### src/hdl/palette_pixel_compositor_assert.svh
// Assertion macros for the palette pixel compositor.
// Included by the top level; no other dependencies.
`ifndef PALETTE_PIXEL_COMPOSITOR_ASSERT_SVH
`define PALETTE_PIXEL_COMPOSITOR_ASSERT_SVH

`ifndef SYNTHESIS
`define PPC_ASSERT_SAME(label, clk, rst_n, ante, cons) \
	label: assert property (@(posedge clk) disable iff (!rst_n) (ante) |-> (cons)) \
		else $error("ppc assertion failed");
`define PPC_ASSERT_NEXT(label, clk, rst_n, ante, cons) \
	label: assert property (@(posedge clk) disable iff (!rst_n) (ante) |=> (cons)) \
		else $error("ppc assertion failed");
`else
`define PPC_ASSERT_SAME(label, clk, rst_n, ante, cons)
`define PPC_ASSERT_NEXT(label, clk, rst_n, ante, cons)
`endif

`endif

### src/hdl/ppc_pkg.sv
// Shared types and constants for the palette pixel compositor.
// No dependencies.
`timescale 1ns / 1ps

package ppc_pkg;

	localparam int PALETTE_DEPTH    = 256;
	localparam int MAX_CANVAS_WIDTH = 1024;
	localparam int MAX_FRAME_HEIGHT = 1024;
	localparam int PAL_AW           = $clog2(PALETTE_DEPTH);

	localparam int CFG_IDX_W  = 3;
	localparam int CFG_DATA_W = 11;

	localparam logic [CFG_IDX_W-1:0] CFG_PALETTE_MODE        = 3'd0;
	localparam logic [CFG_IDX_W-1:0] CFG_TRANSPARENCY_ENABLE = 3'd1;
	localparam logic [CFG_IDX_W-1:0] CFG_TRANSPARENT_INDEX   = 3'd2;
	localparam logic [CFG_IDX_W-1:0] CFG_ORIGIN_X            = 3'd3;
	localparam logic [CFG_IDX_W-1:0] CFG_ORIGIN_Y            = 3'd4;
	localparam logic [CFG_IDX_W-1:0] CFG_CANVAS_WIDTH        = 3'd5;
	localparam logic [CFG_IDX_W-1:0] CFG_FRAME_HEIGHT        = 3'd6;

	localparam logic CMD_PAL_WRITE = 1'b0;
	localparam logic CMD_PIXEL     = 1'b1;

	localparam logic MODE_RGB565 = 1'b0;
	localparam logic MODE_RGB888 = 1'b1;

	typedef struct packed {
		logic        cmd;
		logic [7:0]  color_index;
		logic [23:0] entry_color;
		logic [9:0]  row;
		logic [9:0]  col;
	} item_t;

	typedef struct packed {
		logic        write_enable;
		logic [19:0] pixel_address;
		logic [7:0]  blue;
		logic [7:0]  green;
		logic [7:0]  red;
	} result_t;

	typedef struct packed {
		logic        palette_mode;
		logic        transparency_enable;
		logic [7:0]  transparent_index;
		logic [9:0]  origin_x;
		logic [9:0]  origin_y;
		logic [10:0] pitch;
		logic [10:0] height;
	} cfg_t;

	typedef struct packed {
		logic        keep;
		logic        idx_ok;
		logic [10:0] dx;
		logic [10:0] dy;
	} clip_t;

endpackage

### src/hdl/ppc_out_stage.sv
// Second stage: pixel address, color expansion and result register.
// Depends on ppc_pkg.
`timescale 1ns / 1ps

module ppc_out_stage (
	input  logic             clk,
	input  logic             arst_n,
	input  logic             en,
	input  logic             valid_s1,
	input  ppc_pkg::clip_t   clip_s1,
	input  logic [23:0]      entry,
	input  ppc_pkg::cfg_t    cfg,
	output logic             valid_s2,
	output ppc_pkg::result_t result_s2
);
	import ppc_pkg::*;

	result_t     res_d;
	logic [21:0] prod;
	logic [23:0] color;
	logic [4:0]  r5;
	logic [5:0]  g6;
	logic [4:0]  b5;

	always_comb begin
		prod  = 22'(clip_s1.dy) * 22'(cfg.pitch);
		color = clip_s1.idx_ok ? entry : 24'd0;
		r5    = color[15:11];
		g6    = color[10:5];
		b5    = color[4:0];
		res_d = '0;
		if (clip_s1.keep) begin
			res_d.write_enable  = 1'b1;
			res_d.pixel_address = prod[19:0] + 20'(clip_s1.dx);
			if (cfg.palette_mode == MODE_RGB565) begin
				res_d.red   = {r5, r5[4:2]};
				res_d.green = {g6, g6[5:4]};
				res_d.blue  = {b5, b5[4:2]};
			end else begin
				res_d.red   = color[23:16];
				res_d.green = color[15:8];
				res_d.blue  = color[7:0];
			end
		end
	end

	always_ff @(posedge clk or negedge arst_n) begin
		if (!arst_n)
			valid_s2 <= 1'b0;
		else if (en)
			valid_s2 <= valid_s1;
	end

	always_ff @(posedge clk) begin
		if (en)
			result_s2 <= res_d;
	end

endmodule

### config.mk
export PLATFORM = sky130hd
export DESIGN_NAME = ppc_out_stage
export DESIGN_NICKNAME = d
export VERILOG_FILES = /design/src/hdl/palette_pixel_compositor_assert.svh /design/src/hdl/ppc_pkg.sv /design/src/hdl/ppc_out_stage.sv
export SDC_FILE = /design/constraint.sdc
export NUM_CORES = 1
export LEC_CHECK = 0
export BUFFER_PORTS_ARGS = -buffer_cell sky130_fd_sc_hd__buf_2
export CELL_PAD_IN_SITES_DETAIL_PLACEMENT = 0
export CELL_PAD_IN_SITES_GLOBAL_PLACEMENT = 1
export CORE_MARGIN = 8
export CORE_UTILIZATION = 42
export DETAILED_ROUTE_END_ITERATION = 8
export PLACE_DENSITY_LB_ADDON = 0.1
export REMOVE_ABC_BUFFERS = 1
export SYNTH_ARGS = -nofsm -noshare
export SYNTH_HDL_FRONTEND = slang
export SYNTH_SLANG_ARGS = --single-unit
### constraint.sdc
create_clock -name clk -period 0.89 [get_ports clk]
set_input_delay 0.0445 -clock clk [delete_from_list [all_inputs] [get_ports clk]]
set_output_delay 0.0445 -clock clk [all_outputs]
set_load 0.01 [all_outputs]
# Word-level counts from Yosys, hierarchy flattened
# Index checks and enable logic that the tools add are counted.
# word_totals
output_inout_bits	46
ramBits	0
word_cells	11
latchBits	0
rom_bits	0
mem_count	0
reg_bits	46
# classes
reduce_logical	0
add_sub_neg	1
eq_ne	0
bitwise	0
muxes	3
n_div	0
mul	1
shift	0
order_cmp	0
# op_table
cell	count
24-bit 2-to-1 mux	2
45-bit 2-to-1 mux	1
20-bit by 11-bit adder with 20-bit output	1
11-bit by 11-bit multiplier with 20-bit output	1

# Depth between registers and ports, before layout
# logic_depth
depth_word	3
depth_mapped	19

# Worst setup path before layout
# No wires, ideal clock.
# synth_path
path_type	input to register
start	in cfg[13] (netlist name)
end	reg result_s2[42] (netlist name), data pin
path_stages	17
arrival_time_ps	4484
setup_ps	262
n_path_buf	1
slack_ps	-3856
t_required_ps	628
cell_sequence	clkbuf_1 > nand2_1 > fa_1 > fa_1 > fa_1 > inv_1 > fa_1 > inv_1 > fa_1 > inv_1 > ha_1 > and3_4 > and3_4 > a2111oi_2 > o21bai_2 > a211oi_2 > mux2i_1
# synth_via
elab_chain_len	2
# synth_rtl
element	line_no	rtl
from (decl)	ppc_out_stage.sv:12	input ppc_pkg::cfg_t cfg,
11-bit by 11-bit multiplier with 20-bit output	ppc_out_stage.sv:26	prod = 22'(clip_s1.dy) * 22'(cfg.pitch);
20-bit by 11-bit adder with 20-bit output	ppc_out_stage.sv:34	res_d.pixel_address = prod[19:0] + 20'(clip_s1.dx);
to (signal assigned)	ppc_out_stage.sv:56	result_s2 <= res_d;
to (decl)	ppc_out_stage.sv:14	output ppc_pkg::result_t result_s2
# Every way passes these cells.
# A chain may end at the register's enable or synchronous reset.

# Worst setup path after layout
# layout_path
start	in cfg[21] (netlist name)
end	reg result_s2[42] (netlist name), data pin
# Same word-level chain as after synthesis.

==> qor.csv <==
metric;value;unit
grt_first_pass_wirelength;24000;um
cts_tree;built;
final_max_slew_viol_count;0;
peakVddDrop;2.55;mV
vias;4656;
drive_gt1_frac;0.385;
drt-vias-per-instance;4.67;
dpl_cell_area;7290;um2
synth_most_common_cell;inv_1;
place_congestion;0.852;
grt_pass1_vias;5007;
pwr-share-comb;0.808;
setup_viol;20;
root_buffer;clkbuf_16;
clockBufferDepth;2;
rows;43;
antenna_cells;0;
synth_edf_count;45;
synth_ff_type;edfxtp_1;
place_hpwl;12200;um
setup-tns-final;-50210;ps
netlist_instances;633;
finalHoldViolations;0;
routed_wl;14500;um
ff2ff_setup_slack;140;ps
post-route-min-period;4250;ps
final_area;8420;um2
initial_core_util;0.431;
failed_checks;setup timing;
syn_to_final_growth;40.7;%
wl_per_cell;14.6;um
yosys-top-cells-area;fa_1 (30%), edfxtp_1 (23%), ha_1 (11%);
fp.dieW;135;um
rr_endpoint;valid_s2$_DFFE_PN0P_;
grt_setup_unrepaired;true;
cts.sinks;46;
min_period_over_period;4.78;
synth.yosys.warnings;0;
synth_top_cell_by_area;fa_1;
worstMarginPinSlew;418;ps
synthesis.area;5980;um2
r2r_start;valid_s2$_DFFE_PN0P_;
critPathMaxFanout;6;
synth_common_cells;inv_1 (138), nand2_1 (106), fa_1 (90);
clk_pin_slew;60;ps
hold_class;primary input to async pin;
r2r_cells;1;
num_io_pins;150;
p_seq_frac;0.126;
numCtsBuffers;5;
drt_first_pass_iters;4;
yosys_register_bits;46;
finClkSkew;0;ps
critPathKind;primary input to flop;
fmax;0.235;GHz
synth_cell_type_count;38;
clkPwrFrac;0.066;
grt_start_max_net_pins;33;
overflow;0;
switching_share;0.423;
final.setup.worst_slack;-3360;ps
htreeDepth;2;
relSlewSlack;0.720;
critical_path_arrival;4280;ps
drv_cap;0;
synth.avg_cell_area;9.45;um2
p_int;15.3;mW
antenna_found_initial;0;
grt_usage;0.160;
drcViolationCount;0;
p_switching;11.2;mW
drt_iter0_drc;112;
leakage;4.12;nW
synth_top_area_share;0.301;
clock_latency;280;ps
die_y;135;um
worstSetupStartpointType;primary input;
ant_nets;0;
p_per_area;3140;nW/um2
ys_seq_area_frac;0.230;
port_buffers;109;
async_flop_share;0.0217;
status;finished with violations;
required;920;ps
layout.nets;1060;
end_kind;flop;
dieArea;18300;um2
core;13900;um2
[power by group through the flow]
stage | clock [mW] | combinational, mW | sequential [mW]
final | 1.75 | 21.4 | 3.33
after global routing | 1.86 | 23.7 | 3.39
after CTS | 1.80 | 19.1 | 3.33
after detailed placement | 0 | 15.8 | 3.38
after global placement | 0 | 15.7 | 3.36
after floorplan | 0 | 9.82 | 3.64
[placed cells by master, fill, tap and decap left out, types with 20 or more instances in the layout]
master	count
inv_1	120
buf_2	89
nand2_1	81
fa_1	80
buf_4	60
edfxtp_1	45
and2_1	42
ha_1	34
buf_6	32
a21oi_1	20
[per-stage QoR]
| stage | hold WS (ps) | total power [mW] | setup WS [ps] | utilization | cells |
|---|---|---|---|---|---|
| detailed placement | -177 | 19.2 | -4010 | 0.525 | 972 |
| CTS | 59.4 | 24.3 | -3350 | 0.582 | 988 |
| floorplan | -251 | 13.5 | -3560 | - | 604 |
| global route | 74.8 | 28.9 | -3510 | 0.606 | 996 |
| global placement | -182 | 19.0 | -3910 | 0.525 | 972 |
| finish | 78.5 | 26.5 | -3360 | 0.606 | 996 |
[sequential cells by signal, indices dropped and copies added, names as in the netlist]
| signal | flops |
|---|---|
| valid_s2 | 1 |
| result_s2 | 45 |
[area by class of cell]
type	instances	area (um2)
inverters	138	518
well taps	180	225
multi-input cells	420	4500
clock inverters	3	16.3
repair buffers	204	1650
fillers	1171	5460
flip-flops and latches	46	1380
clock buffers	5	125
[kinds of logic (layout without fill, tap and decap cells)]
group,Yosys count,after routing,share of synthesized area
XOR/XNOR,11,11,0.0161
multiplexers,15,15,0.0253
buffers and inverters,167,350,0.105
AND/OR/NAND/NOR,202,202,0.163
AO/OA/AOI/OAI,51,51,0.0529
flip-flops,46,46,0.230
adder cells (fa/ha/maj),141,141,0.408
[timing repair]
action                                 4_1_cts  5_1_grt
endpoints found under the hold margin        2        0
setup endpoints to repair                   20       24
pin swaps                                   62       42
buffers inserted                             7       10
gates resized for setup                    144       68
hold buffers                                 2        0
[critical path, stage by stage]
cell,delay (ps)
buf_8,110
and2_4,150
fa_1,570
fa_1,440
fa_1,480
fa_1,520
inv_2,40
fa_1,480
inv_2,40
ha_4,210
buf_6,120
a21oi_4,160
o21ai_4,90
a2111oi_4,320
o21bai_2,130
a211oi_2,260
mux2i_1,100
[routing by layer]
layer  track usage  wire length [um]  part of all wire
met5             0                 0                 0
met1         0.207              6510              0.45
met4        0.0457               161             0.011
met2         0.272              7000              0.48
met3        0.0241               856             0.059
[worst max-delay path by stage]
stage	startpoint	end	slack [ps]	cells after the start
6_report	cfg[21]	result_s2[42]$_SDFFCE_PN0P_	-3360	17
5_1_grt	clip_s1[7]	result_s2[42]$_SDFFCE_PN0P_	-3510	18
4_1_cts	cfg[21]	result_s2[42]$_SDFFCE_PN0P_	-3350	16
2_1_floorplan	clip_s1[7]	result_s2[42]$_SDFFCE_PN0P_	-3560	16
3_3_place_gp	clip_s1[7]	result_s2[42]$_SDFFCE_PN0P_	-3910	17
3_5_place_dp	clip_s1[7]	result_s2[42]$_SDFFCE_PN0P_	-4010	17
No activity file was read; power rests on OpenSTA's default activity.
