File: config.mk
export PLATFORM = sky130hd
export DESIGN_NAME = ppc_cfg_regs
export DESIGN_NICKNAME = d
export VERILOG_FILES = /design/src/hdl/palette_pixel_compositor_assert.svh /design/src/hdl/ppc_pkg.sv /design/src/hdl/ppc_cfg_regs.sv
export SDC_FILE = /design/constraint.sdc
export NUM_CORES = 1
export LEC_CHECK = 0
export BUFFER_PORTS_ARGS = -buffer_cell sky130_fd_sc_hd__buf_2
export CAP_MARGIN = 20
export CORE_MARGIN = 4
export CORE_UTILIZATION = 30
export DETAILED_ROUTE_END_ITERATION = 16
export GPL_TIMING_DRIVEN = 0
export HOLD_SLACK_MARGIN = 0.03
export PLACE_DENSITY = 0.62
export REMOVE_ABC_BUFFERS = 1
export SETUP_SLACK_MARGIN = 0.5
export SLEW_MARGIN = 5
export SYNTH_ARGS = -nofsm -noshare
export SYNTH_HDL_FRONTEND = slang
export SYNTH_SLANG_ARGS = --single-unit
File: constraint.sdc
create_clock -name clk -period 1.45 [get_ports clk]
set_input_delay 0.29 -clock clk [delete_from_list [all_inputs] [get_ports clk]]
set_output_delay 0.29 -clock clk [all_outputs]
set_load 0.02 [all_outputs]
File: src/hdl/palette_pixel_compositor_assert.svh
// Assertion macros for the palette pixel compositor.
// Included by the top level; no other dependencies.
`ifndef PALETTE_PIXEL_COMPOSITOR_ASSERT_SVH
`define PALETTE_PIXEL_COMPOSITOR_ASSERT_SVH

`ifndef SYNTHESIS
`define PPC_ASSERT_SAME(label, clk, rst_n, ante, cons) \
	label: assert property (@(posedge clk) disable iff (!rst_n) (ante) |-> (cons)) \
		else $error("ppc assertion failed");
`define PPC_ASSERT_NEXT(label, clk, rst_n, ante, cons) \
	label: assert property (@(posedge clk) disable iff (!rst_n) (ante) |=> (cons)) \
		else $error("ppc assertion failed");
`else
`define PPC_ASSERT_SAME(label, clk, rst_n, ante, cons)
`define PPC_ASSERT_NEXT(label, clk, rst_n, ante, cons)
`endif

`endif

File: src/hdl/ppc_pkg.sv
// Shared types and constants for the palette pixel compositor.
// No dependencies.
`timescale 1ns / 1ps

package ppc_pkg;

	localparam int PALETTE_DEPTH    = 256;
	localparam int MAX_CANVAS_WIDTH = 1024;
	localparam int MAX_FRAME_HEIGHT = 1024;
	localparam int PAL_AW           = $clog2(PALETTE_DEPTH);

	localparam int CFG_IDX_W  = 3;
	localparam int CFG_DATA_W = 11;

	localparam logic [CFG_IDX_W-1:0] CFG_PALETTE_MODE        = 3'd0;
	localparam logic [CFG_IDX_W-1:0] CFG_TRANSPARENCY_ENABLE = 3'd1;
	localparam logic [CFG_IDX_W-1:0] CFG_TRANSPARENT_INDEX   = 3'd2;
	localparam logic [CFG_IDX_W-1:0] CFG_ORIGIN_X            = 3'd3;
	localparam logic [CFG_IDX_W-1:0] CFG_ORIGIN_Y            = 3'd4;
	localparam logic [CFG_IDX_W-1:0] CFG_CANVAS_WIDTH        = 3'd5;
	localparam logic [CFG_IDX_W-1:0] CFG_FRAME_HEIGHT        = 3'd6;

	localparam logic CMD_PAL_WRITE = 1'b0;
	localparam logic CMD_PIXEL     = 1'b1;

	localparam logic MODE_RGB565 = 1'b0;
	localparam logic MODE_RGB888 = 1'b1;

	typedef struct packed {
		logic        cmd;
		logic [7:0]  color_index;
		logic [23:0] entry_color;
		logic [9:0]  row;
		logic [9:0]  col;
	} item_t;

	typedef struct packed {
		logic        write_enable;
		logic [19:0] pixel_address;
		logic [7:0]  blue;
		logic [7:0]  green;
		logic [7:0]  red;
	} result_t;

	typedef struct packed {
		logic        palette_mode;
		logic        transparency_enable;
		logic [7:0]  transparent_index;
		logic [9:0]  origin_x;
		logic [9:0]  origin_y;
		logic [10:0] pitch;
		logic [10:0] height;
	} cfg_t;

	typedef struct packed {
		logic        keep;
		logic        idx_ok;
		logic [10:0] dx;
		logic [10:0] dy;
	} clip_t;

endpackage

File: src/hdl/ppc_cfg_regs.sv
// Configuration registers with saturated geometry.
// Depends on ppc_pkg.
`timescale 1ns / 1ps

module ppc_cfg_regs (
	input  logic                           clk,
	input  logic                           arst_n,
	input  logic                           cfg_we,
	input  logic [ppc_pkg::CFG_IDX_W-1:0]  cfg_index,
	input  logic [ppc_pkg::CFG_DATA_W-1:0] cfg_data,
	output ppc_pkg::cfg_t                  cfg
);
	import ppc_pkg::*;

	logic        mode_q;
	logic        te_q;
	logic [7:0]  ti_q;
	logic [9:0]  ox_q;
	logic [9:0]  oy_q;
	logic [10:0] width_q;
	logic [10:0] height_q;

	always_ff @(posedge clk or negedge arst_n) begin
		if (!arst_n) begin
			mode_q   <= MODE_RGB888;
			te_q     <= 1'b0;
			ti_q     <= 8'd0;
			ox_q     <= 10'd0;
			oy_q     <= 10'd0;
			width_q  <= 11'd1024;
			height_q <= 11'd1024;
		end else if (cfg_we) begin
			case (cfg_index)
				CFG_PALETTE_MODE:        mode_q   <= cfg_data[0];
				CFG_TRANSPARENCY_ENABLE: te_q     <= cfg_data[0];
				CFG_TRANSPARENT_INDEX:   ti_q     <= cfg_data[7:0];
				CFG_ORIGIN_X:            ox_q     <= cfg_data[9:0];
				CFG_ORIGIN_Y:            oy_q     <= cfg_data[9:0];
				CFG_CANVAS_WIDTH:        width_q  <= cfg_data[10:0];
				CFG_FRAME_HEIGHT:        height_q <= cfg_data[10:0];
				default: ;
			endcase
		end
	end

	always_comb begin
		cfg.palette_mode        = mode_q;
		cfg.transparency_enable = te_q;
		cfg.transparent_index   = ti_q;
		cfg.origin_x            = ox_q;
		cfg.origin_y            = oy_q;
		cfg.pitch  = (int'(width_q) > MAX_CANVAS_WIDTH) ? 11'(MAX_CANVAS_WIDTH) : width_q;
		cfg.height = (int'(height_q) > MAX_FRAME_HEIGHT) ? 11'(MAX_FRAME_HEIGHT) : height_q;
	end

endmodule

# After elaboration in Yosys (flattened, before gate mapping)

Index checks and enable logic that the tools add are counted.

Word-level logic and storage cells: 25
Flip-flop bits (word level): 52
Output and inout bits: 52

Eq/ne operators: 6
Reductions and logical operators: 8
Magnitude comparators: 2
Mux-type cells: 2

Operators by type and width:

| kind                   | count |
|---|---|
| $gt A11 B11 Y1 const B | 2 |
| $mux W11               | 2 |
| $reduce_and A2 Y1      | 7 |
| $eq A3 B3 Y1 const B   | 3 |
| $eq A3 B2 Y1 const B   | 2 |
| $eq A3 B1 Y1 const B   | 1 |
| $logic_not A3 Y1       | 1 |

# Longest topological paths before layout

Gate-level depths: netlist of the first run.

Depth after elaboration: 2
Gate-level depth with buffers: 3
Depth with buffers taken out: 2

# Worst setup path after synthesis of the first run

OpenSTA, ideal clock, no wires.

Path type: register -> output
Start: register width_q[10]
End: output cfg[12] in the netlist's numbering
Setup slack: 0.225 ns
Stages on the path, launching flop included: 3
Arrival: 0.935 ns
Required time: 1.160 ns
Cells stage by stage: dfstp_2 clkbuf_1 nor2b_1

RTL lines:

| element                  | line               | RTL |
|---|---|---|
| start: declaration       | ppc_cfg_regs.sv:20 | `logic [10:0] width_q;` |
| start signal: assignment | ppc_cfg_regs.sv:39 | `CFG_CANVAS_WIDTH: width_q <= cfg_data[10:0];` |
| end: declaration         | ppc_cfg_regs.sv:11 | `output ppc_pkg::cfg_t cfg` |

==> results of run 1 <==
[final cells by class]
type	instances	share of cell area, %
clock inverter	3	1.32
tap	99	3.53
multi-input combinational	79	27.4
timing repair buffer	102	28.6
clock buffer	5	1.96
sequential	52	37.2
[sequential cells by signal (all words and copies together), names as in the netlist]
name / cells
height_q: 11
width_q: 11
ox_q: 10
oy_q: 10
ti_q: 8
mode_q: 1
te_q: 1
[logic make-up (layout without fill, tap and decap cells)]
group | after synthesis | count (layout) | share of synthesized area (%)
flip-flops | 52 | 52 | 58.6
AND/OR/NAND/NOR | 27 | 27 | 8.87
multiplexers | 52 | 52 | 29.3
buffers and inverters | 11 | 110 | 3.26
[timing repair]
| action | in CTS | in global routing |
|---|---|---|
| gates resized for setup | 88 | 57 |
| pin swaps | 2 | 2 |
| endpoints found under the hold margin | 25 | 22 |
| setup buffers | 23 | 9 |
| endpoints found under the setup margin | 102 | 99 |
| cloned | 1 | 0 |
[worst max-delay path, stage by stage, from the launching register on]
cell and delay (ns):
dfstp_2 0.57, buf_8 0.16, nor2b_2 0.06, buf_6 0.13
[power groups by stage]
| stage | clock network [uW] | registers, uW | logic, uW |
|---|---|---|---|
| final | 1020 | 2000 | 2120 |
| after detailed placement | 0 | 2020 | 1340 |
| after floorplan | 0 | 2210 | 619 |
| after CTS | 1050 | 1980 | 1820 |
| after global placement | 0 | 2000 | 1310 |
| after global routing | 1120 | 2030 | 2240 |
[layer usage]
metal | up-vias | track usage (%) | routed length (um)
met5 | - | 0 | 0
met4 | 0 | 2.53 | 29
met3 | 5 | 3.04 | 283
met2 | 49 | 21.5 | 2980
met1 | 769 | 16.9 | 2570
li1 | 685 | - | -
[Yosys cell counts (all sizes together)]
| cell | instances | area, sq um |
|---|---|---|
| dfrtp | 49 | 1230 |
| buf | 7 | 57.6 |
| nor2b | 20 | 125 |
| clkbuf | 4 | 15.0 |
| mux2 | 52 | 653 |
| and4bb | 3 | 37.5 |
| nor4b | 1 | 8.76 |
| nand4b | 3 | 26.3 |
| dfstp | 3 | 78.8 |
[worst paths after layout]
path,from,end,slack [ns],cells after the start
hold reg to reg,height_q[5],height_q[5],0.50,1
setup / recovery,width_q[10],cfg[11],-0.06,3
hold / removal,arst_n,ox_q[6],-0.01,1
min in group clk,cfg_data[10],height_q[10],0.24,2
max in group asynchronous,arst_n,mode_q,0.81,2
setup reg to reg,oy_q[9],oy_q[9],0.42,3
[per-stage QoR]
stage / util (%) / std cells
2_1_floorplan: - / 131
3_3_place_gp: 36.1 / 298
3_5_place_dp: 36.4 / 299
4_1_cts: 44.6 / 331
5_1_grt: 48.4 / 340
6_report: 48.4 / 340
==> flow_summary.json, run 1 <==
{
  "status": "complete, but fails checks",
  "violations": "negative hold slack, negative setup slack",
  "combPwrFrac_pct": 41.2,
  "root_buffer": "clkbuf_8",
  "ys_types": 13,
  "startpoint_type": "register",
  "slew_violations": 0,
  "numCtsBuffers": 5,
  "swShare_pct": 31.2,
  "core_area_sq_um": 7250,
  "gp_congestion": 0.657,
  "max_freq_ghz": 0.664,
  "clk_pin_slew_ns": 0.11,
  "clock-skew-final_ns": 0,
  "drtIter0Drc": 32,
  "worstPathMaxFanout": 6,
  "hold_class": "primary input to asynchronous set/reset pin",
  "drc": 0,
  "fillCellCount": 633,
  "row_count": 31,
  "initial_core_util_pct": 30.7,
  "viasPerCell": 4.44,
  "setup_slack_ns": -0.0560,
  "drv_cap": 0,
  "hold_viol_final": 17,
  "ys_seq_area_share_pct": 58.6,
  "min_period_ns": 1.51,
  "p_leak_uw": 0.00167,
  "post-place-ws_ns": -0.417,
  "setup_violations": 20,
  "power_uw": 5140,
  "crit_type": "register to output pin",
  "final_common_cell": "buf_6",
  "ir_worst_vdd_v": 0.000601,
  "tns_ns": -0.726,
  "port-buffer-count": 68,
  "grt_pass1_wl_um": 8550,
  "die_h_um": 94.2,
  "overflow": 0,
  "wire_per_inst_um": 17.2,
  "boundaryPins": 69,
  "ys_ff_latch": 52,
  "post-route-period-util_pct": 104,
  "synthesis.area_sq_um": 2230,
  "grtUsageTotal_pct": 12.8,
  "tritoncts": "yes",
  "antenna_found_initial": 0,
  "grt_max_degree": 28,
  "nNetsFinal": 257,
  "die_w_um": 94.2,
  "worstPathArrival_ns": 1.22,
  "htreeDepth": 2,
  "synthCells": 142,
  "regArea_sq_um": 1310,
  "vias": 1508,
  "worst_pin_slew_ns": 0.624,
  "fin_area_sq_um": 3510,
  "cts_sinks": 52,
  "postSynthAreaPerCell_sq_um": 15.7,
  "power_density_nw_per_um2": 1460,
  "areaGrowthSynthToFinish_pct": 57.5,
  "crit_required_ns": 1.16,
  "n_antenna_cell": 0,
  "holdWs_ns": -0.0139,
  "ant_nets": 0,
  "max-clock-path-buffers": 2,
  "final_cell_mix": "buf_6, dfrtp_1, mux2_4",
  "clock_latency_ns": 0.29,
  "maxSlewHeadroom_pct": 58.4,
  "power_frac_seq_pct": 38.9,
  "p_int_uw": 3530,
  "first_global_vias": 1599,
  "ys_warn_count": 0,
  "rsz0062_at_grt": "yes",
  "drive_above_1_share_pct": 74.3,
  "pwr-share-clk_pct": 19.9,
  "endpoint_kind": "output pin",
  "drt_wl_total_um": 5860,
  "dieArea_sq_um": 8870,
  "hpwl_um": 3400,
  "dr.pass1.iters": 3,
  "place_area_sq_um": 2640,
  "switchingPower_uw": 1610,
  "multi_input_area_sq_um": 961
}
Note: power is estimated with default switching activity, not from simulation.
==> run 2: changes to the inputs <==
--- a/config.mk
+++ b/config.mk
@@ -7,10 +7,9 @@
 export LEC_CHECK = 0
 export BUFFER_PORTS_ARGS = -buffer_cell sky130_fd_sc_hd__buf_2
 export CAP_MARGIN = 20
-export CORE_MARGIN = 4
+export CORE_MARGIN = 2
 export CORE_UTILIZATION = 30
 export DETAILED_ROUTE_END_ITERATION = 16
-export GPL_TIMING_DRIVEN = 0
 export HOLD_SLACK_MARGIN = 0.03
 export PLACE_DENSITY = 0.62
 export REMOVE_ABC_BUFFERS = 1
==> run 2 against run 1 <==
Compared with the run above: the run still ends with negative hold slack, negative setup slack left; design area shrank 3.1%; sequential power is essentially flat; worst hold slack lost 0.038 ns; register-to-register slack gained 0.03 ns; sequential cell count is the same; clock power shrank 11%; combinational power shrank 2%; non-clock buffer count shrank 9; worst setup slack lost 0.059 ns; via count shrank 4.0%; critical endpoint unchanged; largest cell class unchanged.
==> flow_summary.json, run 2 (synthesis results as in run 1) <==
{
  "status": "complete, but fails checks",
  "violations": "negative hold slack, negative setup slack",
  "htreeDepth": 2,
  "grt_max_degree": 25,
  "boundaryPins": 69,
  "top_regs": "height_q x11, width_q x11",
  "worstPathMaxFanout": 3,
  "die_w_um": 90.2,
  "ant_nets": 0,
  "wire_per_inst_um": 15.7,
  "post-route-period-util_pct": 108,
  "stdcell_count": 331,
  "dpl.cell_count": 308,
  "rsz0062_at_grt": "yes",
  "setup_slack_ns": -0.115,
  "initial_core_util_pct": 30.9,
  "core_area_sq_um": 7210,
  "gp_congestion": 0.638,
  "overflow": 0,
  "holdWs_ns": -0.0519,
  "grt_pass1_wl_um": 8300,
  "viasPerCell": 4.37,
  "worst_pin_slew_ns": 0.507,
  "root_buffer": "clkbuf_8",
  "setup_violations": 22,
  "antenna_found_initial": 0,
  "maxSlewHeadroom_pct": 66.2,
  "tritoncts": "yes",
  "n_antenna_cell": 0,
  "startpoint_type": "register",
  "die_h_um": 90.2,
  "worstPathArrival_ns": 1.28,
  "final_common_cell": "buf_6",
  "max_freq_ghz": 0.639,
  "cts_sinks": 52,
  "max-clock-path-buffers": 2,
  "hold_viol_final": 15,
  "port-buffer-count": 68,
  "dr.pass1.iters": 4,
  "numCtsBuffers": 5,
  "clock-skew-final_ns": 0,
  "ir_worst_vdd_v": 0.000775,
  "dieArea_sq_um": 8130,
  "min_period_ns": 1.57,
  "vias": 1447,
  "hold_class": "primary input to asynchronous set/reset pin",
  "fin_util_pct": 47.1,
  "tns_ns": -1.64,
  "grtUsageTotal_pct": 13.0,
  "drive_above_1_share_pct": 73.3,
  "fillCellCount": 654,
  "crit_required_ns": 1.16,
  "areaGrowthSynthToFinish_pct": 52.6,
  "final_cell_mix": "buf_6, dfrtp_1, mux2_2",
  "first_global_vias": 1527,
  "drtIter0Drc": 26,
  "endpoint_kind": "output pin",
  "drt_wl_total_um": 5190,
  "drv_cap": 0,
  "row_count": 31,
  "crit_type": "register to output pin",
  "power_density_nw_per_um2": 1460,
  "nNetsFinal": 248,
  "p_leak_uw": 0.00160,
  "drc": 0,
  "slew_violations": 0,
  "clk_pin_slew_ns": 0.09,
  "hpwl_um": 3510,
  "clock_latency_ns": 0.29
}
## run 2: cell types whose count changed in the layout (fill, tap and decap cells not counted), moves of 2 or more
cell and delta:
buf_6 -6, mux2_4 -8, mux2_2 +8, and4bb_4 -2
nor2b_1 -3, buf_2 -2, nor2b_2 -5, nor2b_4 +8
clkbuf_8 +2
## run 2: report_power, final
part | switching [uW] | total, uW | leakage, uW | internal (uW)
clock network | 469 | 906 | 0.0000515 | 437
registers | 213 | 2000 | 0.000620 | 1790
logic | 875 | 2070 | 0.000931 | 1200
total | 1560 | 4980 | 0.00160 | 3420
## run 2: final timing paths
path	from	depth (start not counted)	end	slack (ns)
min in group clk	cfg_data[10]	2	height_q[10]	0.24
min reg2reg	width_q[8]	1	width_q[8]	0.50
max in group asynchronous	arst_n	2	width_q[3]	0.96
max	width_q[10]	3	cfg[11]	-0.12
min	arst_n	1	oy_q[2]	-0.05
max reg2reg	oy_q[8]	3	oy_q[8]	0.45
## run 2: stage by stage
stage	worst slack [ns]	area (sq um)	total power, uW
2_1_floorplan	0.107	2160	2830
3_3_place_gp	0.0816	2710	3350
3_5_place_dp	0.0831	2710	3360
4_1_cts	-0.117	3260	4850
5_1_grt	-0.164	3400	5220
6_report	-0.115	3400	4980
## run 2: worst max-delay path, stage by stage (launching register included)
cell and delay, ns:
dfstp_4 0.65, buf_4 0.13, nor2b_1 0.05, buf_2 0.15
## run 2: cell type report
cell class	count	area [sq um]	share of cell area, %
Sequential cell	52	1310	38.5
Timing Repair Buffer	93	912	26.8
Multi-Input combinational cell	79	956	28.1
Tap cell	99	124	3.64
Clock buffer	8	100	2.94
## run 2: per-layer routing
layer | global-route usage [%] | vias up | part of all wire (%)
li1 | - | 671 | -
met1 | 17.6 | 728 | 46
met2 | 21.2 | 43 | 47
met3 | 3.77 | 5 | 5.7
met4 | 2.31 | 0 | 0.75
met5 | 0 | - | 0
## run 2: repair_timing
| action | in CTS | in global routing |
|---|---|---|
| gates resized for setup | 97 | 35 |
| hold endpoints to repair | 15 | 15 |
| setup endpoints to repair | 72 | 70 |
| buffers inserted | 14 | 1 |
| pin swaps | 2 | 0 |
==> run 3: changes to the inputs <==
--- a/config.mk
+++ b/config.mk
@@ -12,7 +12,6 @@
 export DETAILED_ROUTE_END_ITERATION = 16
 export HOLD_SLACK_MARGIN = 0.03
 export PLACE_DENSITY = 0.62
-export REMOVE_ABC_BUFFERS = 1
 export SETUP_SLACK_MARGIN = 0.5
 export SLEW_MARGIN = 5
 export SYNTH_ARGS = -nofsm -noshare
==> run 3 against run 2 <==
Compared with the run above: the run still ends with negative hold slack, negative setup slack left; core utilization increased by 0.26 points; combinational power about the same; via count decreased by 0.69%; total power increased by 0.19%; design area increased by 0.55%; die area unchanged.
==> flow_summary.json, run 3 (synthesis results as in run 1) <==
{
  "initial_core_util_pct": 30.9,
  "hpwl_um": 3550,
  "hold_class": "primary input to asynchronous set/reset pin",
  "regArea_sq_um": 1310,
  "drive_above_1_share_pct": 74.2,
  "core_area_sq_um": 7210,
  "worstPathArrival_ns": 1.30,
  "swShare_pct": 32.0,
  "row_count": 31,
  "overflow": 0,
  "startpoint_type": "register",
  "boundaryPins": 69,
  "setup_slack_ns": -0.143,
  "final_common_cell": "dfrtp_1",
  "wire_per_inst_um": 16.2,
  "ir_worst_vdd_v": 0.000580,
  "htreeDepth": 2,
  "clock-skew-final_ns": 0,
  "dr.pass1.iters": 4,
  "root_buffer": "clkbuf_8",
  "endpoint_kind": "output pin",
  "crit_type": "register to output pin",
  "nNetsFinal": 249,
  "drc": 0,
  "worstPathMaxFanout": 6,
  "combPwrFrac_pct": 41.8,
  "grt_max_degree": 41,
  "final_cell_mix": "dfrtp_1, buf_6, mux2_2",
  "pwr-share-clk_pct": 17.9,
  "cts_sinks": 52,
  "rsz0062_at_grt": "yes",
  "synth_nets": 159,
  "drtIter0Drc": 57,
  "die_h_um": 90.2,
  "viasPerCell": 4.33,
  "hold_viol_final": 12,
  "crit_required_ns": 1.16,
  "clock_latency_ns": 0.31,
  "fillCellCount": 674,
  "n_antenna_cell": 0,
  "fin_area_sq_um": 3420,
  "max_freq_ghz": 0.628,
  "top_regs": "height_q x11, width_q x11",
  "multi_input_area_sq_um": 968,
  "holdWs_ns": -0.142,
  "place_area_sq_um": 2780,
  "p_leak_uw": 0.00161,
  "stdcell_count": 332,
  "reg2reg_from": "height_q[10]",
  "reg2reg_slack_ns": 0.44,
  "clk_pin_slew_ns": 0.10,
  "antenna_found_initial": 0,
  "power_uw": 4990,
  "grtUsageTotal_pct": 14.0,
  "gp_congestion": 0.703,
  "dieArea_sq_um": 8130,
  "ff2ff_path_depth": 2,
  "cp-startpoint": "height_q[10]",
  "areaGrowthSynthToFinish_pct": 53.5,
  "maxSlewHeadroom_pct": 77.6,
  "power_density_nw_per_um2": 1460,
  "worst_pin_slew_ns": 0.336,
  "setup_violations": 22,
  "vias": 1437,
  "switchingPower_uw": 1600,
  "post-route-period-util_pct": 110,
  "numCtsBuffers": 5,
  "tritoncts": "yes",
  "first_global_vias": 1616,
  "slew_violations": 0,
  "p_int_uw": 3390,
  "drv_cap": 0,
  "grt_pass1_wl_um": 8810,
  "min_period_ns": 1.59,
  "drt_wl_total_um": 5390,
  "dpl.cell_count": 306,
  "status": "complete, but fails checks",
  "ant_nets": 0,
  "violations": "negative hold slack, negative setup slack",
  "die_w_um": 90.2,
  "port-buffer-count": 68,
  "power_frac_seq_pct": 40.3,
  "r2r_end": "height_q[10]",
  "post-place-ws_ns": 0.0842,
  "max-clock-path-buffers": 2
}
## run 3: worst max-delay path: stages, from the launching register on
cell     delay, ns
dfstp_4       0.67
buf_12        0.15
nor2b_4       0.05
buf_6         0.12
## run 3: repair_timing
item / in CTS / in global routing
endpoints found under the hold margin: 12 / 12
pin swaps: 2 / 1
setup buffers: 17 / 1
resized for setup: 105 / 20
setup endpoints to repair: 72 / 72
## run 3: per-layer routing
layer  up-vias  global-route usage, %  wire, um
met1       718                   18.6      2390
met3         7                   4.44       326
li1        670                      -         -
met4         0                   4.62        80
met5         -                      0         0
met2        42                   21.6      2600
## run 3: worst max path at each step
| stage | cells after the start | endpoint | slack, ns |
|---|---|---|---|
| 2_1_floorplan | 3 | oy_q[0] | 0.32 |
| 3_3_place_gp | 4 | oy_q[6] | 0.09 |
| 3_5_place_dp | 4 | oy_q[7] | 0.08 |
| 4_1_cts | 3 | cfg[19] | -0.15 |
| 5_1_grt | 3 | cfg[11] | -0.19 |
| 6_report | 3 | cfg[4] | -0.14 |
## run 3: power groups by stage
stage               sequential (uW)  clock (uW)  combinational (uW)
finish                         2010         891                2090
global route                   2060         979                2210
CTS                            2010         909                2010
detailed placement             2050           0                1400
global placement               2040           0                1390
floorplan                      2160           0                 818
## run 3: area by class of cell
type | count | area share [%]
clock inverters | 2 | 0.402
well taps | 99 | 3.62
multi-input cells | 79 | 28.3
flip-flops and latches | 52 | 38.4
repair buffers | 94 | 26.9
clock buffers | 6 | 2.41
## run 3: through the flow
stage | util (%) | setup TNS, ns
after floorplan | - | 0
after global placement | 38.6 | 0
after detailed placement | 38.6 | 0
after CTS | 46.4 | -2.68
after global routing | 47.4 | -3.57
final | 47.4 | -2.72
