[config.mk]
export PLATFORM = sky130hd
export DESIGN_NAME = ppc_clip_stage
export DESIGN_NICKNAME = d
export VERILOG_FILES = /design/src/hdl/palette_pixel_compositor_assert.svh /design/src/hdl/ppc_pkg.sv /design/src/hdl/ppc_clip_stage.sv
export SDC_FILE = /design/constraint.sdc
export NUM_CORES = 1
export LEC_CHECK = 0
export ABC_CLOCK_PERIOD_IN_PS = 900
export BUFFER_PORTS_ARGS = -buffer_cell sky130_fd_sc_hd__buf_2
export CAP_MARGIN = 20
export CORE_ASPECT_RATIO = 1.75
export CORE_UTILIZATION = 35
export DETAILED_ROUTE_END_ITERATION = 10
export GPL_ROUTABILITY_DRIVEN = 1
export MAX_ROUTING_LAYER = met4
export PLACE_DENSITY = 0.68
export SKIP_LAST_GASP = 1
export SLEW_MARGIN = 20
export SYNTH_ARGS = -nofsm -noshare
export SYNTH_HDL_FRONTEND = slang
export SYNTH_SLANG_ARGS = --single-unit
[constraint.sdc]
create_clock -name clk -period 0.9 [get_ports clk]
set_input_delay 0.045 -clock clk [delete_from_list [all_inputs] [get_ports clk]]
set_output_delay 0.045 -clock clk [all_outputs]
set_load 0.03 [all_outputs]
[src/hdl/palette_pixel_compositor_assert.svh]
// Assertion macros for the palette pixel compositor.
// Included by the top level; no other dependencies.
`ifndef PALETTE_PIXEL_COMPOSITOR_ASSERT_SVH
`define PALETTE_PIXEL_COMPOSITOR_ASSERT_SVH

`ifndef SYNTHESIS
`define PPC_ASSERT_SAME(label, clk, rst_n, ante, cons) \
	label: assert property (@(posedge clk) disable iff (!rst_n) (ante) |-> (cons)) \
		else $error("ppc assertion failed");
`define PPC_ASSERT_NEXT(label, clk, rst_n, ante, cons) \
	label: assert property (@(posedge clk) disable iff (!rst_n) (ante) |=> (cons)) \
		else $error("ppc assertion failed");
`else
`define PPC_ASSERT_SAME(label, clk, rst_n, ante, cons)
`define PPC_ASSERT_NEXT(label, clk, rst_n, ante, cons)
`endif

`endif

[src/hdl/ppc_pkg.sv]
// Shared types and constants for the palette pixel compositor.
// No dependencies.
`timescale 1ns / 1ps

package ppc_pkg;

	localparam int PALETTE_DEPTH    = 256;
	localparam int MAX_CANVAS_WIDTH = 1024;
	localparam int MAX_FRAME_HEIGHT = 1024;
	localparam int PAL_AW           = $clog2(PALETTE_DEPTH);

	localparam int CFG_IDX_W  = 3;
	localparam int CFG_DATA_W = 11;

	localparam logic [CFG_IDX_W-1:0] CFG_PALETTE_MODE        = 3'd0;
	localparam logic [CFG_IDX_W-1:0] CFG_TRANSPARENCY_ENABLE = 3'd1;
	localparam logic [CFG_IDX_W-1:0] CFG_TRANSPARENT_INDEX   = 3'd2;
	localparam logic [CFG_IDX_W-1:0] CFG_ORIGIN_X            = 3'd3;
	localparam logic [CFG_IDX_W-1:0] CFG_ORIGIN_Y            = 3'd4;
	localparam logic [CFG_IDX_W-1:0] CFG_CANVAS_WIDTH        = 3'd5;
	localparam logic [CFG_IDX_W-1:0] CFG_FRAME_HEIGHT        = 3'd6;

	localparam logic CMD_PAL_WRITE = 1'b0;
	localparam logic CMD_PIXEL     = 1'b1;

	localparam logic MODE_RGB565 = 1'b0;
	localparam logic MODE_RGB888 = 1'b1;

	typedef struct packed {
		logic        cmd;
		logic [7:0]  color_index;
		logic [23:0] entry_color;
		logic [9:0]  row;
		logic [9:0]  col;
	} item_t;

	typedef struct packed {
		logic        write_enable;
		logic [19:0] pixel_address;
		logic [7:0]  blue;
		logic [7:0]  green;
		logic [7:0]  red;
	} result_t;

	typedef struct packed {
		logic        palette_mode;
		logic        transparency_enable;
		logic [7:0]  transparent_index;
		logic [9:0]  origin_x;
		logic [9:0]  origin_y;
		logic [10:0] pitch;
		logic [10:0] height;
	} cfg_t;

	typedef struct packed {
		logic        keep;
		logic        idx_ok;
		logic [10:0] dx;
		logic [10:0] dy;
	} clip_t;

endpackage

[src/hdl/ppc_clip_stage.sv]
// First stage: frame origin offset, clipping and color key test.
// Depends on ppc_pkg.
`timescale 1ns / 1ps

module ppc_clip_stage (
	input  logic           clk,
	input  logic           arst_n,
	input  logic           en,
	input  logic           item_valid,
	input  ppc_pkg::item_t item,
	input  ppc_pkg::cfg_t  cfg,
	output logic           valid_s1,
	output ppc_pkg::clip_t clip_s1
);
	import ppc_pkg::*;

	clip_t clip_d;
	logic  drop;

	always_comb begin
		clip_d.dx     = 11'(cfg.origin_x) + 11'(item.col);
		clip_d.dy     = 11'(cfg.origin_y) + 11'(item.row);
		clip_d.idx_ok = 9'(item.color_index) < 9'(PALETTE_DEPTH);
		drop = (clip_d.dy >= cfg.height) || (clip_d.dx >= cfg.pitch) ||
			(cfg.transparency_enable && (item.color_index == cfg.transparent_index));
		clip_d.keep = (item.cmd == CMD_PIXEL) && !drop;
	end

	always_ff @(posedge clk or negedge arst_n) begin
		if (!arst_n)
			valid_s1 <= 1'b0;
		else if (en)
			valid_s1 <= item_valid;
	end

	always_ff @(posedge clk) begin
		if (en)
			clip_s1 <= clip_d;
	end

endmodule

==> Word level (Yosys, flattened, before mapping) <==
Cells that the tools add are included.
{ "classes": {"addsub": 2, "order_cmp": 2, "n_eq_ne": 1, "reduce_logical": 5} }
{ "ops": {"columns": ["op", "n"], "rows": [
  ["$add 10x10->11", 2],
  ["$ge 11x11->1", 2],
  ["$eq 8x8->1", 1],
  ["$logic_and 1x1->1", 2],
  ["$logic_or 1x1->1", 2],
  ["$logic_not 1->1", 1]
]} }
{ "totals": {"register_bits": 24, "in_bits": 109, "out_inout_bits": 25, "elab_cells": 14} }

==> Depth between registers and ports, before layout <==
Gate-level depths: netlist of the first run.
{ "depth": {"depth_word": 6, "depth_mapped": 13} }

==> Least setup slack after synthesis of the first run <==
No wires, ideal clock.
{ "synth_timing": {"kind": "input to register", "start": "input item[0] (netlist name)", "end": "register clip_s1[23] (netlist name), data pin", "setup_ns": 0.176, "arrival_ns": 2.382, "t_required_ns": 0.724, "slack_ns": -1.658, "cell_stages": 12, "path_buffers": 0, "path_cell_list": "ha_1 > fa_1 > a21o_1 > a21oi_1 > o21bai_1 > a21oi_1 > xnor2_1 > ha_1 > and3_1 > a221oi_1 > o21ai_0 > nor4_1"} }
{ "synth_lines": {"columns": ["item", "line", "rtl"], "rows": [
  ["start, declared", "ppc_clip_stage.sv:10", "input ppc_pkg::item_t item,"],
  ["end signal, assigned", "ppc_clip_stage.sv:38", "clip_s1 <= clip_d;"],
  ["end, declared", "ppc_clip_stage.sv:13", "output ppc_pkg::clip_t clip_s1"]
]} }

==> results of run 1 <==
-- cell usage after synthesis (all sizes together) --
cell type	number
ha	42
inv	24
edfxtp	23
a21oi	20
xor2	14
nand4	10
nor2	10
o21ai	10
xnor2	10
a21o	7
nand2	6
nor3	6
nor2b	4
nor4	3
a211oi	2
a221oi	2
fa	2
o21a	2
o21bai	2
or3b	2
a21boi	1
a22oi	1
a31o	1
and3	1
buf	1
conb	1
dfrtp	1
mux2	1
nand3b	1
o2111ai	1
o211ai	1
-- final cells by class --
cell class | instances | area, um^2 | area share (%)
inverter | 24 | 90.1 | 2.39
clock buffer | 4 | 45.0 | 1.20
sequential | 24 | 716 | 19.0
timing repair buffer | 164 | 1110 | 29.6
multi-input combinational | 163 | 1700 | 45.2
tap | 78 | 97.6 | 2.59
-- logic make-up after synthesis --
logic type                 after synthesis  share of synthesized area [%]
xor gates and xnor gates                24                           9.80
DFF                                     24                           33.4
AOI/OAI and AO/OA                       50                           14.6
other                                    1                          0.175
buffers and inverters                   25                           4.55
adders and majority gates               44                           26.4
and+or+nand+nor                         43                           10.6
muxes                                    1                          0.525
-- report_power, final --
group | leakage [nW] | internal, mW | total (mW) | switching (mW)
sequential | 0.236 | 1.44 | 1.50 | 0.0549
combinational | 1.56 | 1.35 | 2.73 | 1.38
clock | 0.0228 | 0.316 | 0.662 | 0.346
total | 1.82 | 3.11 | 4.89 | 1.78
-- metrics by stage --
stage / cell area [um^2] / TNS [ns]
global placement: 3240 / -13.48
floorplan: 2250 / -8.31
CTS: 3520 / -7.43
detailed placement: 3240 / -14.00
global route: 3770 / -8.22
finish: 3770 / -7.13
-- routing by layer --
metal	routed length, um	vias to the layer above
met5	0	-
met4	87	0
met3	261	7
met2	3840	69
met1	2130	1004
li1	-	1111
-- worst paths after layout --
path                                         end
max                        clip_s1[23]$_DFFE_PP_
min in group asynchronous   valid_s1$_DFFE_PN0P_
min reg2reg                 valid_s1$_DFFE_PN0P_
max in group asynchronous   valid_s1$_DFFE_PN0P_
min                         valid_s1$_DFFE_PN0P_
max reg2reg                 valid_s1$_DFFE_PN0P_
-- what timing repair did --
| item | CTS | global route |
|---|---|---|
| endpoints found under the hold margin | 1 | 0 |
| setup endpoints to repair | 21 | 26 |
| setup buffers | 4 | 8 |
| pin swaps | 32 | 19 |
| hold buffers | 1 | 0 |
| resized for setup | 37 | 49 |
-- sequential cells by signal (all words and copies together), names as in the netlist --
register,count
clip_s1,23
valid_s1,1
==> metrics.md, run 1 <==
| Metric | Value |
|---|---|
| Worst skew pair latency | `0.26 ns` |
| Met3 GRT Util | `1.84%` |
| Pwr dens | `1300 nW/um^2` |
| Worst path max stage delay | `0.34 ns` |
| Synthesis warning total | `0` |
| First-pass GRT wire length | `9.67 mm` |
| Largest cells by area after synthesis | `edfxtp_1 (32%), ha_1 (25%), xor2_1 (5.7%), a21oi_1 (4.2%), inv_1 (4.2%)` |
| FMAX | `435 MHz` |
| Die Ht | `106 um` |
| Reg clk slew, reported paths | `0.09 ns` |
| Arr. time, crit path | `2.40 ns` |
| Clock skew | `0 ns` |
| Initial antenna violation count | `0` |
| Synth top area share | `32.2%` |
| Vias per Instance | `4.79` |
| Period minus WS final | `2.30 ns` |
| Area leader, netlist | `edfxtp_1` |
| Non-Filler Instances | `457` |
| Status | `complete, but fails checks` |
| CP top delay family | `compound AO/OA/AOI/OAI gates` |
| Worst Hold Class | `input port to flip-flop` |
| DRC violations left | `0` |
| Placement Setup Slack | `-1.83 ns` |
| Fin. Hold Viols | `0` |
| Post-synthesis sequential area ratio | `33.4%` |
| Largest net degree at the start of global routing | `14` |
| Max Root-Sink Buffers | `2` |
| Number of synthesized register bits | `24` |
| RSZ-0062 raised after global routing | `yes` |
| Worst path depth | `13` |
| Most frequent cells in the layout | `buf_2 (87), buf_4 (55), ha_1 (29)` |
| R2R Path Start | `valid_s1$_DFFE_PN0P_` |
| Met2 usage | `41.8%` |
| Initial DRC Count | `67` |
| DP Wirelength | `5.15 mm` |
| Die Width | `61.2 um` |
| CP Capture Type | `flip-flop` |
| Tot Pwr | `4.89 mW` |
| Antenna violation net count after detailed routing | `0` |
| CTS root buf | `clkbuf_8` |
| Ratio of cells with drive above 1 in the final layout | `57.8%` |
| Core box area | `5880 um^2` |
| Area Growth Syn to Fin | `75.7%` |
| GRT Max-Usage Layer | `met2` |
| Register-to-Register Path Depth | `1` |
| Critical Path Fanout Max | `3` |
| Setup WS post-layout | `-1.40 ns` |
| Via count | `2,191` |
| Routability Congestion | `0.830` |
| Final setup violation count | `19` |
| CTS tree | `built` |
| Most common cell after layout, fill and taps aside | `buf_2` |
| Hold_ws | `0.0178 ns` |
| Yosys cell types | `32` |
| # H-tree levels | `1` |
| I/O Buffers | `107` |
| Peak VDD IR | `0.617 mV` |
| Number of global-route vias before repair | `2,309` |
| Hold path cells | `2` |
| Kind of critical path | `input port to flip-flop` |
| Post-Route WL | `6.31 mm` |
| Die footprint | `6460 um^2` |
| Max_cap viols | `0` |
| Initial cell density of the core | `36.5%` |
| Routed len/inst | `13.8 um` |
| CP Cell Sequence | `buf_6 > ha_4 > fa_2 > a21o_1 > a21oi_2 > o21bai_1 > a21oi_1 > xnor2_1 > ha_1 > and3_4 > a221oi_4 > a211oi_2 > nor4_2` |
| DR pass1 iterations | `4` |
| Post-synthesis cell count | `212` |
| Total gr overflow | `0` |
| Clock sink count | `24` |
| WP buf/inv | `1` |
| Fin util | `64.1%` |
| Hold path start | `item_valid` |
| CTS Buf Count | `3` |
| CP max stage cell | `fa_2` |
| Placed Cells | `443` |
| Layout fillers | `482` |
| Leakage | `1.82 nW` |
| Nets | `533` |
| Worst setup path start | `item[0]` |
| Slew Limit Fails | `0` |
| # IOs | `134` |
| Setup crit start kind | `input port` |
| M1 GR Usage | `18.6%` |
| # diodes | `0` |
| Post-Syn Area | `2140 um^2` |
| Core Rows | `37` |
| Crit path required time | `1.00 ns` |
| GRT Total Usage | `20.6%` |
| Syn avg cell area | `10.1 um^2` |
| Fraction of the cycle the final worst path needs | `256%` |
| Failing checks | `setup timing` |
| Net Count, Synth | `365` |
| Reg2reg setup slack | `0.15 ns` |
(Power assumes the default switching activity.)
==> run 2, diff against run 1 <==
CORE_ASPECT_RATIO = 0.6   (was 1.75)
==> run 2 against run 1 <==
  * The flow still finishes with violations (setup timing)
  * First-iteration DRC count fell by 27%
  * Core utilization rose by 2.0 points
  * Flip-flop and latch count did not move
  * Sequential power barely moved
  * Combinational power rose by 4%
  * Setup slack got worse by 0.083 ns
  * Maximum frequency fell by 3.5%
  * Critical path depth rose by 1
  * Clock skew did not move
  * Via count fell by 2.1%
  * Largest cell class unchanged
  * Largest power group unchanged
==> metrics.md, run 2 (synthesis gave the netlist of run 1 again) <==
| Metric | Value |
|---|---|
| RSZ-0062 raised after global routing | `yes` |
| Reg2reg setup slack | `0.13 ns (-0.02 ns)` |
| Status | `complete, but fails checks` |
| Worst R2R End | `valid_s1$_DFFE_PN0P_` |
| DR pass1 iterations | `4 (unchanged)` |
| Final setup violation count | `17 (-2)` |
| Critical Path Fanout Max | `2 (-1)` |
| Post-Route WL | `6.53 mm (+3.4%)` |
| Switch Pwr | `1.84 mW (+3.3%)` |
| Leakage | `1.81 nW (-0.24%)` |
| R2R Path Start | `valid_s1$_DFFE_PN0P_` |
| First-pass GRT wire length | `9.30 mm (-3.8%)` |
| Slew Limit Fails | `0 (unchanged)` |
| # H-tree levels | `1 (unchanged)` |
| Flop pwr share | `29.8% (-0.9 points)` |
| I/O Buffers | `107 (unchanged)` |
| Initial DRC Count | `49 (-27%)` |
| Period minus WS final | `2.38 ns (+0.0833 ns)` |
| Register-to-Register Path Depth | `1 (unchanged)` |
| Fin. Hold Viols | `0 (unchanged)` |
| FMAX | `420 MHz (-3.5%)` |
| P_int | `3.26 mW (+4.8%)` |
| Switching share of power | `36.1% (-0.33 points)` |
| Most flop-heavy register | `clip_s1` |
| Hold path start | `item[0]` |
| Core box area | `5730 um^2 (-2.6%)` |
| Max FFs per register | `23 (unchanged)` |
| Arr. time, crit path | `2.48 ns (+0.08 ns)` |
| Routability Congestion | `0.894 (+7.7%)` |
| Setup WS post-layout | `-1.48 ns (-0.0833 ns)` |
| DRC violations left | `0 (unchanged)` |
| Clock Power Share | `14.7% (+1.2 points)` |
| Crit path required time | `1.00 ns (about the same)` |
| Core Rows | `21 (-43%)` |
| Ratio of cells with drive above 1 in the final layout | `57.5% (-0.30 points)` |
| Worst setup path start | `cfg[22]` |
| CP Capture Type | `flip-flop` |
| Nets | `528 (-0.94%)` |
| Critical path endpoint | `clip_s1[23]$_DFFE_PP_` |
| Area post-placement | `3170 um^2 (-2.2%)` |
| Fraction of the cycle the final worst path needs | `265% (+9.3 points)` |
| Max Root-Sink Buffers | `2 (unchanged)` |
| Initial antenna violation count | `0 (unchanged)` |
| Die footprint | `6450 um^2 (about the same)` |
| Tot Pwr | `5.10 mW (+4.3%)` |
| CTS tree | `built` |
| Non-Filler Cell Area, Final | `3790 um^2 (+0.50%)` |
| # IOs | `134 (unchanged)` |
| Most frequent cells in the layout | `buf_2 (83), buf_4 (50), ha_1 (29)` |
| Comb pwr share | `55.5% (-0.3 points)` |
| CTS root buf | `clkbuf_8` |
| Antenna violation net count after detailed routing | `0 (unchanged)` |
| CTS Buf Count | `3 (unchanged)` |
| Clock sink count | `24 (unchanged)` |
| Number of global-route vias before repair | `2,055 (-11%)` |
| Via count | `2,145 (-2.1%)` |
| Pwr dens | `1350 nW/um^2 (+3.7%)` |
| Routed len/inst | `14.4 um (+4.0%)` |
| Most common cell after layout, fill and taps aside | `buf_2` |
| Worst Hold Class | `input port to flip-flop` |
| Initial cell density of the core | `37.4% (+0.96 points)` |
| Setup crit start kind | `input port` |
| Area Growth Syn to Fin | `76.5%` |
| Die Width | `103 um (+68%)` |
| Fin util | `66.1% (+2.0 points)` |
| Die Ht | `62.6 um (-41%)` |
| Total gr overflow | `0 (unchanged)` |
| Worst skew pair latency | `0.27 ns (about the same)` |
| GRT Total Usage | `19.6% (-0.93 points)` |
| DP Wirelength | `5.02 mm (-2.5%)` |
| Largest net degree at the start of global routing | `24 (+10)` |
| Reg clk slew, reported paths | `0.09 ns (about the same)` |
| # diodes | `0 (unchanged)` |
| Hold_ws | `0.0690 ns (+0.0512 ns)` |
| Vias per Instance | `4.72 (-1.5%)` |
| Peak VDD IR | `0.747 mV (+21%)` |
| Clock skew | `0 ns (unchanged)` |
| Max_cap viols | `0 (unchanged)` |
| Kind of critical path | `input port to flip-flop` |
| Failing checks | `setup timing` |
| Regs by FF count | `clip_s1: 23 flops, valid_s1: 1 flops` |
run 2: area by class of cell:
type,count,area (um^2)
Fill cell,457,1940
Multi-Input combinational cell,163,1730
Timing Repair Buffer,159,1090
Sequential cell,24,716
Tap cell,80,100
Inverter,24,90.1
Clock buffer,4,55.1
run 2: what timing repair did:
action                                  in CTS  in global routing
resized for setup                           52                 45
hold endpoints to repair                     2                  0
endpoints found under the setup margin      23                 32
hold buffers                                 2                  0
pin swaps                                   43                 18
buffers inserted                            11                  5
run 2: worst max-delay path, cell delays in order:
cell       delay (ns)
buf_6            0.10
ha_4             0.16
fa_2             0.33
a21o_1           0.17
a21o_1           0.18
a21oi_2          0.20
o21bai_1         0.11
xor2_1           0.19
ha_1             0.28
nand4_1          0.11
o21ai_1          0.09
o2111ai_1        0.09
nand4_1          0.17
nor4_2           0.27
run 2: power groups by stage:
stage / clock network, mW / registers (mW) / logic (mW)
5_1_grt: 0.788 / 1.53 / 3.07
4_1_cts: 0.757 / 1.51 / 2.61
2_1_floorplan: 0 / 1.85 / 1.00
6_report: 0.752 / 1.52 / 2.83
3_5_place_dp: 0 / 1.52 / 2.25
3_3_place_gp: 0 / 1.51 / 2.21
run 2: worst min-delay path by stage:
| stage | cells past startpoint | endpoint | slack [ns] |
|---|---|---|---|
| 6_report | 2 | clip_s1[11]$_DFFE_PP_ | 0.07 |
| 5_1_grt | 2 | clip_s1[11]$_DFFE_PP_ | 0.07 |
| 4_1_cts | 2 | valid_s1$_DFFE_PN0P_ | 0.06 |
| 3_5_place_dp | 1 | valid_s1$_DFFE_PN0P_ | -0.18 |
| 3_3_place_gp | 1 | valid_s1$_DFFE_PN0P_ | -0.18 |
| 2_1_floorplan | 0 | valid_s1$_DFFE_PN0P_ | -0.25 |
run 2: per-stage QoR:
| stage | worst slack, ns | instances | TNS, ns |
|---|---|---|---|
| 2_1_floorplan | -1.41 | 212 | -8.31 |
| 3_3_place_gp | -1.72 | 435 | -13.80 |
| 3_5_place_dp | -1.87 | 435 | -14.43 |
| 4_1_cts | -1.51 | 450 | -8.28 |
| 5_1_grt | -1.62 | 454 | -8.28 |
| 6_report | -1.48 | 454 | -7.38 |
run 2: routing by layer:
layer	GRT usage (%)	part of all wire (%)	up-vias
met4	3.87	1.0	0
met2	30.8	45	79
met1	26.6	49	960
met3	3.36	4.8	8
met5	-	0	-
li1	-	-	1098
==> run 3, diff against run 2 <==
TNS_END_PERCENT = 10   (was unset)
==> run 3 against run 2 <==
  * The run still ends with setup timing left
  * Register-to-register slack improved by 0.02 ns
  * Combinational power decreased by 16%
  * Hold slack got worse by 0.048 ns
  * Clock skew unchanged
  * Global-route usage decreased by 1.1 points
  * Count of clock-buffer cells in the layout unchanged
  * Die area unchanged
  * Sequential share of layout area increased by 2.6 points
  * Core utilization decreased by 7.9 points
  * First-iteration DRC count increased by 98%
  * Largest power group unchanged
  * Setup slack improved by 0.056 ns
  * Flip-flop and latch count unchanged
==> metrics.md, run 3 (synthesis gave the netlist of run 1 again) <==
| Metric | Value |
|---|---|
| Status | `complete, but fails checks` |
| Failing checks | `setup timing` |
| # IOs | `134 (unchanged)` |
| Die footprint | `6450 um^2 (unchanged)` |
| FMAX | `430 MHz (+2.4%)` |
| Setup WS post-layout | `-1.43 ns (+0.0560 ns)` |
| # H-tree levels | `1 (unchanged)` |
| Largest net degree at the start of global routing | `24 (unchanged)` |
| Die Width | `103 um (unchanged)` |
| Vias per Instance | `4.69 (-0.83%)` |
| Routed len/inst | `12.4 um (-14%)` |
| WP buf/inv | `1 (unchanged)` |
| First-pass GRT wire length | `9.02 mm (-3.0%)` |
| Post-Route WL | `5.55 mm (-15%)` |
| Initial DRC Count | `97 (+98%)` |
| Worst skew pair latency | `0.26 ns (about the same)` |
| Crit path required time | `1.00 ns (about the same)` |
| Worst path max stage delay | `0.34 ns (about the same)` |
| Register area | `716 um^2 (unchanged)` |
| DP Wirelength | `4.77 mm (-5.0%)` |
| GRT Total Usage | `18.5% (-1.1 points)` |
| Most frequent cells in the layout | `buf_2 (103), buf_4 (44), ha_1 (39)` |
| RSZ-0062 raised after global routing | `yes` |
| Final setup violation count | `21 (+4)` |
| Initial cell density of the core | `37.4% (unchanged)` |
| Peak VDD IR | `0.564 mV (-24%)` |
| Max FFs per register | `23 (unchanged)` |
| DR pass1 iterations | `4 (unchanged)` |
| CP Cell Sequence | `buf_6 > ha_4 > fa_2 > a21o_1 > a21o_1 > a21oi_2 > o21bai_1 > xor2_1 > ha_1 > nand4_1 > a21oi_1 > nor3_2 > nor2_1 > nor4_1` |
| Worst path most repeated cell | `a21o_1` |
| Number of global-route vias before repair | `1,989 (-3.2%)` |
| Die Ht | `62.6 um (unchanged)` |
| Max Root-Sink Buffers | `2 (unchanged)` |
| CTS Buf Count | `3 (unchanged)` |
| # diodes | `0 (unchanged)` |
| Leakage | `1.70 nW (-6.5%)` |
| Layout fillers | `525 (+15%)` |
| Initial antenna violation count | `0 (unchanged)` |
| Kind of critical path | `input port to flip-flop` |
| Most common cell after layout, fill and taps aside | `buf_2` |
| Clock sink count | `24 (unchanged)` |
| Antenna violation net count after detailed routing | `0 (unchanged)` |
| CTS tree | `built` |
| Reg clk slew, reported paths | `0.09 ns (about the same)` |
| Fraction of the cycle the final worst path needs | `259% (-6.2 points)` |
| Period minus WS final | `2.33 ns (-0.0560 ns)` |
| Nets | `522 (-1.1%)` |
| Hold_ws | `0.0211 ns (-0.0479 ns)` |
| CP Capture Type | `flip-flop` |
| Most flop-heavy register | `clip_s1` |
| Routability Congestion | `0.889 (-0.57%)` |
| I/O Buffers | `107 (unchanged)` |
| Area occupied by multi-input gates | `1450 um^2 (-16%)` |
| Clock skew | `0 ns (unchanged)` |
| CP max stage cell | `fa_2` |
| Slew Limit Fails | `0 (unchanged)` |
| Critical Path Fanout Max | `2 (unchanged)` |
| CP top delay family | `adder cells` |
| Total gr overflow | `0 (unchanged)` |
| Ratio of cells with drive above 1 in the final layout | `47.8% (-9.7 points)` |
| Via count | `2,099 (-2.1%)` |
| CTS root buf | `clkbuf_8` |
| Area Growth Syn to Fin | `55.4%` |
| Worst Hold Class | `input port to flip-flop` |
| Core box area | `5730 um^2 (unchanged)` |
| Arr. time, crit path | `2.42 ns (-0.06 ns)` |
| DRC violations left | `0 (unchanged)` |
| Pwr dens | `1380 nW/um^2 (+2.5%)` |
| Regs by FF count | `clip_s1: 23 flops, valid_s1: 1 flops` |
| Fin. Hold Viols | `0 (unchanged)` |
| Core Rows | `21 (unchanged)` |
| Max_cap viols | `0 (unchanged)` |
| Tot Pwr | `4.60 mW (-9.8%)` |
| Setup crit start kind | `input port` |
-- run 3: cell types whose count changed in the layout (fill, tap and decap cells not counted), sizes merged --
cell | before | now
buf | 157 | 152
dlygate4sd3 | 2 | 1
-- run 3: metrics by stage --
| stage | utilization, % | setup TNS, ns | setup WS [ns] | area [um^2] | instances |
|---|---|---|---|---|---|
| finish | 58.2 | -8.51 | -1.43 | 3330 | 448 |
| global route | 58.2 | -9.92 | -1.58 | 3330 | 448 |
| CTS | 57.3 | -8.63 | -1.47 | 3280 | 446 |
| detailed placement | 54.5 | -14.72 | -1.82 | 3120 | 435 |
| global placement | 54.5 | -14.25 | -1.77 | 3120 | 435 |
| floorplan | - | -8.94 | -1.44 | 2210 | 212 |
-- run 3: final cells by class --
class / count / share of cell area, %
clock buffers: 4 / 1.65
inverters: 24 / 2.70
multi-input cells: 163 / 43.5
flip-flops and latches: 24 / 21.5
well taps: 80 / 3.00
repair buffers: 153 / 27.6
-- run 3: power breakdown --
part           internal [mW]  switching, mW  leakage [nW]
clock network          0.390          0.347        0.0288
logic                   1.11           1.26          1.43
registers               1.44         0.0507         0.236
-- run 3: worst paths after layout --
path	slack, ns	startpoint	depth (start not counted)	endpoint
max	-1.43	cfg[22]	14	clip_s1[23]$_DFFE_PP_
min	0.02	item_valid	2	valid_s1$_DFFE_PN0P_
max reg2reg	0.15	valid_s1$_DFFE_PN0P_	1	valid_s1$_DFFE_PN0P_
min reg2reg	0.52	valid_s1$_DFFE_PN0P_	1	valid_s1$_DFFE_PN0P_
max in group asynchronous	0.74	arst_n	2	valid_s1$_DFFE_PN0P_
min in group asynchronous	0.08	arst_n	2	valid_s1$_DFFE_PN0P_
-- run 3: what timing repair did --
item	in CTS	in global routing
pin swaps	21	11
endpoints found under the setup margin	20	34
hold buffers	1	0
endpoints found under the hold margin	1	0
setup buffers	6	3
gates resized for setup	10	6
-- run 3: metal layers --
metal | routed length (um) | part of all wire (%) | track usage (%) | vias to the layer above
met5 | 0 | 0 | - | -
met2 | 2330 | 42 | 27.6 | 96
met3 | 436 | 7.9 | 3.47 | 4
met1 | 2770 | 50 | 27.0 | 908
met4 | 14 | 0.25 | 1.41 | 0
li1 | - | - | - | 1091
